==> src/rtl/core/dust_triggered_cleaning_controller_macros.svh <==
// Assertion macros for the dust-triggered cleaning controller.
// Included by the top level; expects clk_i and rst_ni in scope.
`ifndef DUST_TRIGGERED_CLEANING_CONTROLLER_MACROS_SVH
`define DUST_TRIGGERED_CLEANING_CONTROLLER_MACROS_SVH

// Same-cycle implication, disabled during reset
`define DTCC_ASSERT_NOW(label, ante, cons) \
  label: assert property (@(posedge clk_i) disable iff (!rst_ni) (ante) |-> (cons)) \
    else $error("dtcc: same-cycle check failed");

// Next-cycle implication, disabled during reset
`define DTCC_ASSERT_NEXT(label, ante, cons) \
  label: assert property (@(posedge clk_i) disable iff (!rst_ni) (ante) |=> (cons)) \
    else $error("dtcc: next-cycle check failed");

`endif

==> src/rtl/core/dtcc_pkg.sv <==
// Shared types and constants of the dust-triggered cleaning controller.
// No dependencies; used by dtcc_step and the top level.
package dtcc_pkg;

  localparam int unsigned DustLimitW  = 9;
  localparam int unsigned WaterLimitW = 6;
  localparam int unsigned SpeedW      = 7;

  localparam logic [DustLimitW-1:0]  DustLimitRst  = 9'd100;
  localparam logic [WaterLimitW-1:0] WaterLimitRst = 6'd20;
  localparam logic [SpeedW-1:0]      SpeedRst      = 7'd60;
  localparam logic [SpeedW-1:0]      SpeedMax      = 7'd100;
  localparam logic [SpeedW-1:0]      SpeedStep     = 7'd10;

  // Register indexes on the configuration port
  localparam logic RegDustLimit  = 1'b0;
  localparam logic RegWaterLimit = 1'b1;

  // Event codes
  typedef enum logic [2:0] {
    CMD_EVALUATE = 3'd0,
    CMD_BT_BYTE  = 3'd1,
    CMD_FAN_TGL  = 3'd2,
    CMD_MIST_TGL = 3'd3,
    CMD_BRUSH_TGL = 3'd4,
    CMD_SET_SPEED = 3'd5,
    CMD_SYNC     = 3'd6,
    CMD_APPLY    = 3'd7
  } cmd_e;

  // Bluetooth command bytes (ASCII)
  localparam logic [7:0] BtBrushOn  = 8'h31;  // '1'
  localparam logic [7:0] BtBrushOff = 8'h30;  // '0'
  localparam logic [7:0] BtSpeedUp  = 8'h2B;  // '+'
  localparam logic [7:0] BtSpeedDn  = 8'h2D;  // '-'
  localparam logic [7:0] BtFanUc    = 8'h46;  // 'F'
  localparam logic [7:0] BtFanLc    = 8'h66;  // 'f'
  localparam logic [7:0] BtMistUc   = 8'h57;  // 'W'
  localparam logic [7:0] BtMistLc   = 8'h77;  // 'w'

  // Controller state
  typedef struct packed {
    logic              fan;
    logic              mist;
    logic              brush;
    logic              auto_on;
    logic              fan_veto;
    logic              mist_veto;
    logic              brush_veto;
    logic [SpeedW-1:0] speed;
    logic              dirty;
  } state_t;

  localparam state_t StateRst = '{
    fan: 1'b0, mist: 1'b0, brush: 1'b0, auto_on: 1'b0,
    fan_veto: 1'b0, mist_veto: 1'b0, brush_veto: 1'b0,
    speed: SpeedRst, dirty: 1'b1
  };

endpackage

==> src/rtl/core/dtcc_step.sv <==
// Next-state logic for one event of the cleaning controller.
// Purely combinational; depends on dtcc_pkg.
module dtcc_step (
  input  dtcc_pkg::state_t                    state_i,
  input  logic [2:0]                          cmd_i,
  input  logic [15:0]                         dust_level_i,
  input  logic [6:0]                          water_level_i,
  input  logic [7:0]                          bt_byte_i,
  input  logic [6:0]                          speed_value_i,
  input  logic [dtcc_pkg::DustLimitW-1:0]     dust_limit_i,
  input  logic [dtcc_pkg::WaterLimitW-1:0]    water_limit_i,
  output dtcc_pkg::state_t                    state_o,
  output logic                                strobe_o
);
  import dtcc_pkg::*;

  state_t           n;
  logic             fv, mv, bv;
  logic             dust_hi, water_ok;
  logic [SpeedW:0]  speed_up;

  assign dust_hi  = dust_level_i >= {7'd0, dust_limit_i};
  assign water_ok = water_level_i >= {1'b0, water_limit_i};
  assign speed_up = {1'b0, state_i.speed} + {1'b0, SpeedStep};

  // Vetoes seen by evaluate: cleared when auto cleaning is just starting
  assign fv = state_i.auto_on & state_i.fan_veto;
  assign mv = state_i.auto_on & state_i.mist_veto;
  assign bv = state_i.auto_on & state_i.brush_veto;

  always_comb begin
    n        = state_i;
    strobe_o = 1'b0;
    case (cmd_e'(cmd_i))
      CMD_EVALUATE: begin
        if (dust_hi) begin
          n.auto_on    = 1'b1;
          n.fan_veto   = fv;
          n.mist_veto  = mv;
          n.brush_veto = bv;
          if (!fv) n.fan = 1'b1;
          if (!bv) n.brush = 1'b1;
          if (water_ok) begin
            if (!mv) n.mist = 1'b1;
          end else begin
            n.mist = 1'b0;
          end
        end else if (state_i.auto_on) begin
          n.auto_on = 1'b0;
          if (!state_i.fan_veto)   n.fan = 1'b0;
          if (!state_i.mist_veto)  n.mist = 1'b0;
          if (!state_i.brush_veto) n.brush = 1'b0;
          n.fan_veto   = 1'b0;
          n.mist_veto  = 1'b0;
          n.brush_veto = 1'b0;
        end
        if ((n.fan != state_i.fan) || (n.mist != state_i.mist) ||
            (n.brush != state_i.brush)) begin
          n.dirty = 1'b1;
        end
      end
      CMD_BT_BYTE: begin
        case (bt_byte_i)
          BtBrushOn: begin
            n.brush = 1'b1;
            n.dirty = 1'b1;
          end
          BtBrushOff: begin
            n.brush = 1'b0;
            n.dirty = 1'b1;
          end
          BtSpeedUp: begin
            n.speed = (speed_up > {1'b0, SpeedMax}) ? SpeedMax : speed_up[SpeedW-1:0];
            if (state_i.brush) n.dirty = 1'b1;
          end
          BtSpeedDn: begin
            n.speed = (state_i.speed < SpeedStep) ? '0 : state_i.speed - SpeedStep;
            if (state_i.brush) n.dirty = 1'b1;
          end
          BtFanUc, BtFanLc: begin
            n.fan   = ~state_i.fan;
            n.dirty = 1'b1;
          end
          BtMistUc, BtMistLc: begin
            n.mist  = ~state_i.mist;
            n.dirty = 1'b1;
          end
          default: ;
        endcase
      end
      // Menu toggles: veto the actuator if turned off during auto cleaning
      CMD_FAN_TGL: begin
        n.fan      = ~state_i.fan;
        n.dirty    = 1'b1;
        n.fan_veto = state_i.fan & state_i.auto_on;
      end
      CMD_MIST_TGL: begin
        n.mist      = ~state_i.mist;
        n.dirty     = 1'b1;
        n.mist_veto = state_i.mist & state_i.auto_on;
      end
      CMD_BRUSH_TGL: begin
        n.brush      = ~state_i.brush;
        n.dirty      = 1'b1;
        n.brush_veto = state_i.brush & state_i.auto_on;
      end
      CMD_SET_SPEED: begin
        n.speed = (speed_value_i > SpeedMax) ? SpeedMax : speed_value_i;
        if (state_i.brush) n.dirty = 1'b1;
      end
      CMD_SYNC: n.dirty = 1'b1;
      CMD_APPLY: begin
        if (state_i.dirty) begin
          n.dirty  = 1'b0;
          strobe_o = 1'b1;
        end
      end
      default: ;
    endcase
  end

  assign state_o = n;

endmodule

==> src/rtl/core/dust_triggered_cleaning_controller.sv <==
// Top level of the dust-triggered cleaning controller: handshakes,
// configuration registers and state. Depends on dtcc_pkg and dtcc_step.
//
// One request is taken every clock cycle while in_stall_o is low, and each
// gives one result. A request is held in an input register, dtcc_step
// computes the new state from it combinationally, and the result register
// shows the drives after the event. Stalling the output holds the result
// and, once the input register is also full, stalls the input. Limits are
// written through the APB port at byte addresses 0 (dust_limit) and 4
// (water_limit); both can be read back.
`include "dust_triggered_cleaning_controller_macros.svh"

module dust_triggered_cleaning_controller (
  input  logic        clk_i,
  input  logic        rst_ni,
  // request channel
  input  logic        in_valid_i,
  output logic        in_stall_o,
  input  logic [2:0]  cmd_i,
  input  logic [15:0] dust_level_i,
  input  logic [6:0]  water_level_i,
  input  logic [7:0]  bt_byte_i,
  input  logic [6:0]  speed_value_i,
  // result channel
  output logic        out_valid_o,
  input  logic        out_stall_i,
  output logic        fan_drive_o,
  output logic        mist_drive_o,
  output logic        brush_drive_o,
  output logic [6:0]  brush_duty_o,
  output logic        auto_active_o,
  output logic        apply_strobe_o,
  // configuration
  input  logic        psel,
  input  logic        penable,
  input  logic        pwrite,
  input  logic [2:0]  paddr,
  input  logic [31:0] pwdata,
  output logic [31:0] prdata,
  output logic        pready
);
  import dtcc_pkg::*;

  logic [DustLimitW-1:0]  dust_limit_q;
  logic [WaterLimitW-1:0] water_limit_q;
  logic                   cfg_wr;

  logic        in_valid_q;
  logic [2:0]  cmd_q;
  logic [15:0] dust_q;
  logic [6:0]  water_q;
  logic [7:0]  bt_q;
  logic [6:0]  spd_q;

  state_t state_q, state_d;
  logic   strobe_d;
  logic   out_valid_q, out_hold, adv;
  logic   fan_q, mist_q, brush_q, auto_q, strobe_q;
  logic [SpeedW-1:0] duty_q;

  // Configuration port
  assign pready = 1'b1;
  assign cfg_wr = psel & penable & pwrite;
  assign prdata = (paddr[2] == RegWaterLimit) ? {26'd0, water_limit_q}
                                              : {23'd0, dust_limit_q};

  always_ff @(posedge clk_i or negedge rst_ni) begin
    if (!rst_ni) begin
      dust_limit_q  <= DustLimitRst;
      water_limit_q <= WaterLimitRst;
    end else if (cfg_wr) begin
      if (paddr[2] == RegDustLimit) dust_limit_q <= pwdata[DustLimitW-1:0];
      else                          water_limit_q <= pwdata[WaterLimitW-1:0];
    end
  end

  // Flow control
  assign out_hold   = out_valid_q & out_stall_i;
  assign adv        = in_valid_q & ~out_hold;
  assign in_stall_o = in_valid_q & out_hold;

  // Input register
  always_ff @(posedge clk_i or negedge rst_ni) begin
    if (!rst_ni) begin
      in_valid_q <= 1'b0;
    end else if (!in_stall_o) begin
      in_valid_q <= in_valid_i;
    end
  end

  always_ff @(posedge clk_i) begin
    if (in_valid_i && !in_stall_o) begin
      cmd_q   <= cmd_i;
      dust_q  <= dust_level_i;
      water_q <= water_level_i;
      bt_q    <= bt_byte_i;
      spd_q   <= speed_value_i;
    end
  end

  // Event logic
  dtcc_step u_step (
    .state_i       (state_q),
    .cmd_i         (cmd_q),
    .dust_level_i  (dust_q),
    .water_level_i (water_q),
    .bt_byte_i     (bt_q),
    .speed_value_i (spd_q),
    .dust_limit_i  (dust_limit_q),
    .water_limit_i (water_limit_q),
    .state_o       (state_d),
    .strobe_o      (strobe_d)
  );

  // State, updated as each request moves to the result register
  always_ff @(posedge clk_i or negedge rst_ni) begin
    if (!rst_ni) begin
      state_q <= StateRst;
    end else if (adv) begin
      state_q <= state_d;
    end
  end

  // Result register
  always_ff @(posedge clk_i or negedge rst_ni) begin
    if (!rst_ni) begin
      out_valid_q <= 1'b0;
    end else begin
      out_valid_q <= adv | out_hold;
    end
  end

  always_ff @(posedge clk_i) begin
    if (adv) begin
      fan_q    <= state_d.fan;
      mist_q   <= state_d.mist;
      brush_q  <= state_d.brush;
      duty_q   <= state_d.speed;
      auto_q   <= state_d.auto_on;
      strobe_q <= strobe_d;
    end
  end

  assign out_valid_o    = out_valid_q;
  assign fan_drive_o    = fan_q;
  assign mist_drive_o   = mist_q;
  assign brush_drive_o  = brush_q;
  assign brush_duty_o   = duty_q;
  assign auto_active_o  = auto_q;
  assign apply_strobe_o = strobe_q;

  // Assertions
  `DTCC_ASSERT_NEXT(a_adv_fills_out, adv, out_valid_q)
  `DTCC_ASSERT_NOW(a_hold_blocks_adv, out_hold, !adv)
  `DTCC_ASSERT_NOW(a_veto_needs_auto, !state_q.auto_on,
                   !state_q.fan_veto && !state_q.mist_veto && !state_q.brush_veto)
  `DTCC_ASSERT_NOW(a_speed_in_range, 1'b1, state_q.speed <= SpeedMax)

endmodule
==> config.mk <==
export PLATFORM = sky130hd
export DESIGN_NAME = dust_triggered_cleaning_controller
export DESIGN_NICKNAME = d
export VERILOG_FILES = /design/src/rtl/core/dtcc_pkg.sv /design/src/rtl/core/dtcc_step.sv /design/src/rtl/core/dust_triggered_cleaning_controller.sv
export VERILOG_INCLUDE_DIRS = /design/src /design/src/rtl/core
export SDC_FILE = /design/constraint.sdc
export NUM_CORES = 1
export LEC_CHECK = 0
export ABC_AREA = 1
export CORE_MARGIN = 2
export CORE_UTILIZATION = 47
export CTS_CLUSTER_SIZE = 20
export DETAILED_ROUTE_END_ITERATION = 12
export DONT_BUFFER_PORTS = 1
export HOLD_SLACK_MARGIN = 0.05
export PLACE_DENSITY_LB_ADDON = 0.05
export SYNTH_ARGS = -nofsm -noshare
export SYNTH_HDL_FRONTEND = slang
export SYNTH_HIERARCHICAL = 1
export SYNTH_SLANG_ARGS = --single-unit
==> constraint.sdc <==
create_clock -name clk_i -period 5.3 [get_ports clk_i]
set_clock_uncertainty 0.2 [all_clocks]
set_input_delay 0.53 -clock clk_i [delete_from_list [all_inputs] [get_ports clk_i]]
set_output_delay 0.53 -clock clk_i [all_outputs]
set_load 0.05 [all_outputs]
# After elaboration in Yosys (flattened, before gate mapping)
# Index checks and enable logic that the tools add are counted.
# word_totals
register_bits	85
output_inout_bits	47
# op_classes
n_addsub	2
magnitude_cmp	5
eq_ne	21
muxes	31
bitwise_logic	17
n_reduce_logical	19
# ops
cell	count
2-to-1 mux 7 bit	6
== test 8 x 6 -> 1 bit (second input constant)	4
== test 8 x 7 -> 1 bit (second input constant)	4
one-hot mux 7 bit (2 select lines)	2
greater-or-equal comparator 16 x 9 -> 1 bit	1
2-to-1 mux 1 bit	13
== test 3 bit (second input constant)	4
AND reduction 3 bit	4
AND 1 bit	11
one-hot mux 1 bit (2 select lines)	5
2-to-1 mux 9 bit	1
one-hot mux 1 bit (3 select lines)	3
adder 7 x 4 -> 8 bit (second input constant)	1
greater-than comparator 8 x 7 -> 1 bit (second input constant)	1
greater-or-equal comparator 7 x 6 -> 1 bit	1
greater-than comparator 7 bit (second input constant)	1
< comparator 7 x 4 -> 1 bit (second input constant)	1
subtractor 7 x 4 -> 7 bit (second input constant)	1
== test 3 x 2 -> 1 bit (second input constant)	2
nonzero test 2 bit	3
OR reduction 2 bit	3
OR reduction 6 bit	1
NOT 1 bit	5
one-hot mux 1 bit (5 select lines)	1
other kinds (12)	16

# Longest topological paths before layout
# logic_depth
word_depth	10
depth_mapped	19

# By module
# Netlist, hierarchy kept.
# modules_own_cells
mod	n_inst	cells_each	area_per_inst_um2
dust_triggered_cleaning_controller	1	247	3185.6
dtcc_step	1	306	1636.6

# Worst setup path after synthesis
# Ideal clock, no wire load.
# synth_timing
path_kind	flip-flop to flip-flop
from	register out_valid_q, in the netlist out_valid_o
to	register bt_q[0] (enable)
setup_ps	396
t_arrival_ps	1649
path_slack_ps	3055
stages_incl_launch_ff	4
cell_sequence	dfrtp_1 > nand3_1 > nand2_1 > inv_1
# synth_between
elab_chain_cells	4
# synth_rtl
item	line_no	text
start, declared	dust_triggered_cleaning_controller.sv:57	logic out_valid_q, out_hold, adv;
start signal, assigned	dust_triggered_cleaning_controller.sv:129	out_valid_q <= adv | out_hold;
AND 1 bit	dust_triggered_cleaning_controller.sv:78	assign out_hold = out_valid_q & out_stall_i;
AND 1 bit	dust_triggered_cleaning_controller.sv:80	assign in_stall_o = in_valid_q & out_hold;
logical NOT 1 bit	dust_triggered_cleaning_controller.sv:92	if (in_valid_i && !in_stall_o) begin
logical AND 1 bit	dust_triggered_cleaning_controller.sv:92	
end signal, assigned	dust_triggered_cleaning_controller.sv:96	bt_q <= bt_byte_i;
end, declared	dust_triggered_cleaning_controller.sv:52	logic [7:0] bt_q;
# Every way passes these cells.
# A chain may end at the register's enable or synchronous reset.

==> results_dict.tcl <==
set metrics [dict create \
    ioPinCount 130 \
    htreeDepth 3 \
    ys_warn_count 6 \
    ys_ff_latch 85 \
    p_per_area_nw_per_um2 385 \
    ys.flop_type "edfxtp_1" \
    rsz0062_at_grt "false" \
    cts_buffers 9 \
    dpl.cell_count 676 \
    top_usage_layer "met2" \
    max_freq_mhz 417 \
    crit_type "flip-flop to flip-flop" \
    r2r_setup_slack_ps 2900 \
    setup_violations 0 \
    use_met1_pct 24.2 \
    synth_cell_types 45 \
    grt-ovfl-total 0 \
    regArea_um2 2400 \
    period_needed_ps 2400 \
    die-height_um 105 \
    ir_worst_vdd_v 0.000233 \
    worstSetupStartpointType "flip-flop" \
    multi_input_area_um2 1960 \
    final_nets 701 \
    clockPowerShare_pct 25.1 \
    max-cap-violations 0 \
    ant_nets 0 \
    ys_seq_area_share_pct 49.9 \
    drc 0 \
    dr.pass1.iters 4 \
    required_ps 5420 \
    clkTransAtPathRegs_ps 90 \
    final_cells 739 \
    cp-startpoint "dust_limit_q[2]" \
    netlist_instances 553 \
    met2_usage_pct 32.8 \
    switching_power_mw 0.806 \
    num_antenna_cells 0 \
    cts_root_buf "clkbuf_8" \
    area_growth_pct 14.6 \
    worstSetupEndpoint "state_q[10]" \
    hold_class "primary input to flip-flop" \
    synth_edf_count 53 \
    run_status "finished, final reports clean" \
    clock_latency_ps 380 \
    drtIter0Drc 116 \
    tns_ps 0 \
    num_rows 36 \
    power_leakage_nw 2.58 \
    antenna_found_initial 0 \
    drv_slew 0 \
    relSlewSlack_pct 40.7 \
    grt_pass1_wl_um 16900 \
    cts_buffer_depth 2 \
    routed_wl_um 10400 \
    routed-via-count 3646 \
    p_int_mw 1.32 \
    p_comb_share_pct 26.5 \
    synthTopCellsByArea "edfxtp_1 33%, nand2_1 15%, dfrtp_1 11%, dfstp_2 5.4%, inv_1 4.5%" \
    core_um2 9860 \
    vias_per_cell 4.93 \
    async_flop_share_pct 37.6 \
    synthesis.area_um2 4820 \
    start_util_pct 48.9 \
    arrival_ps 2520 \
    worstReg2RegEnd "state_q[10]" \
    cts_tree "yes" \
    grt_usage_pct 19.7 \
    crit_fanout 8 \
    drive_above_1_share_pct 10.6 \
    yosysMostFrequentCell "nand2_1" \
    synth_top_area_cell "edfxtp_1" \
    hold_violations 0 \
    gp_congestion 0.897 \
    grt_max_degree 35 \
    post_cts_buffers 0 \
    cts_sinks 85 \
    yosys-top-cells-count "187 x nand2_1, 58 x inv_1, 53 x edfxtp_1" \
    grtUsageMet3_pct 7.36 \
    die_w_um 105 \
    worst_slew_pin_slew_ps 886 \
    hpwl_um 7400 \
    fillers 872 \
    p_seq_share_pct 48.4 \
    portBuffers 0 \
    synth_top_area_share_pct 33.0 \
    synth.avg_cell_area_um2 8.72 \
    cp-end-kind "flip-flop" \
    ctsResizeCount 0 \
    grt_pass1_vias 3438 \
    period_share_pct 45.3 \
    r2r_start "dust_limit_q[2]" \
    routedWlPerCell_um 14.0 \
    ff2ff_path_depth 17 \
    p_sw_share_pct 37.9 \
    design.die.area_um2 11100 \
]
-- area by class of cell --
class / count / share of cell area (%)
Multi-Input combinational cell: 385 / 35.5
Sequential cell: 85 / 43.5
Tap cell: 133 / 3.01
Inverter: 72 / 4.94
Timing Repair Buffer: 48 / 8.83
Clock inverter: 6 / 1.68
Clock buffer: 10 / 2.49
-- worst max-delay path: stages (launching register included) --
cell	delay (ps)
dfstp_2	560
inv_1	50
ha_1	280
nand2_1	80
clkinv_1	80
nand2_1	70
nand2_1	50
nand2_1	50
nand2_1	40
nand2_1	170
nand2_4	120
xor2_1	190
nand2_1	100
nand2_1	100
nand2_1	50
nand2_1	50
nand2_1	50
nand2_1	70
-- layer usage --
metal,share of wire [%],up-vias
li1,-,1851
met1,44,1683
met2,49,101
met3,6.2,11
met4,1.5,0
met5,0,-
-- worst min path at each step --
stage                   start               end  slack [ps]  cells past startpoint
floorplan              rst_ni   dust_limit_q[0]          30                      0
global placement       rst_ni        state_q[1]          40                      0
detailed placement     rst_ni        state_q[1]          40                      0
CTS                 pwdata[6]   dust_limit_q[6]          60                      2
global route        pwdata[0]   dust_limit_q[0]          70                      2
finish              pwdata[2]  water_limit_q[2]          80                      2
-- power groups by stage --
| stage | Combinational (mW) | Sequential (mW) | Clock (mW) |
|---|---|---|---|
| after floorplan | 0.481 | 0.994 | 0 |
| after global placement | 0.519 | 1.04 | 0 |
| after detailed placement | 0.528 | 1.04 | 0 |
| after CTS | 0.563 | 1.03 | 0.552 |
| after global routing | 0.643 | 1.05 | 0.573 |
| final | 0.563 | 1.03 | 0.533 |
-- timing repair --
action,4_1_cts,5_1_grt
setup endpoints to repair,0,0
endpoints found under the hold margin,76,0
hold buffers,47,0
-- placed cells by master, fill, tap and decap left out, drive strengths merged, types with 2 or more instances in the layout --
cell type / Yosys / final
edfxtp: 53 / 53
inv: 69 / 72
nand3: 47 / 47
nand4: 11 / 11
conb: 2 / 24
o21ai: 19 / 19
a21oi: 14 / 14
o21bai: 2 / 2
clkbuf: 0 / 10
nor3: 8 / 8
nor2: 32 / 32
clkinv: 3 / 4
dlygate4sd3: 0 / 46
xor2: 5 / 5
bufinv: 0 / 2
nand2: 192 / 192
a32oi: 4 / 4
or2: 2 / 2
buf: 33 / 2
dfstp: 10 / 10
ha: 17 / 17
dfrtp: 22 / 22
-- flip-flops by register name, summed over array words and instances (netlist names) --
name	count
dust_limit_q	9
in_valid_q	1
bt_q	8
spd_q	7
mist_drive_o	1
dust_q	16
out_valid_o	1
apply_strobe_o	1
water_limit_q	6
fan_drive_o	1
water_q	7
auto_active_o	1
state_q	15
brush_duty_o	7
cmd_q	3
brush_drive_o	1
-- logic make-up (layout without fill, tap and decap cells) --
kind of cell / after synthesis / count (layout) / synth area share (%)
AND/OR/NAND/NOR: 294 / 294 / 27.5
buffers and inverters: 105 / 136 / 11.1
flip-flops: 85 / 85 / 49.9
AO/OA/AOI/OAI: 45 / 45 / 5.76
adder cells (fa/ha/maj): 17 / 17 / 4.41
XOR/XNOR: 5 / 5 / 1.22
other: 2 / 24 / 0.156
-- per-stage QoR --
step	area (um2)	hold slack [ps]	power [mW]	util, %	setup slack, ps
floorplan	4900	34.4	1.48	-	3060
global placement	4810	35.3	1.56	48.8	2960
detailed placement	4810	36.9	1.57	48.8	2960
CTS	5530	58.3	2.14	56.0	2900
global route	5530	66.2	2.26	56.0	2690
finish	5530	75.1	2.12	56.0	2900
(Power assumes the default switching activity.)
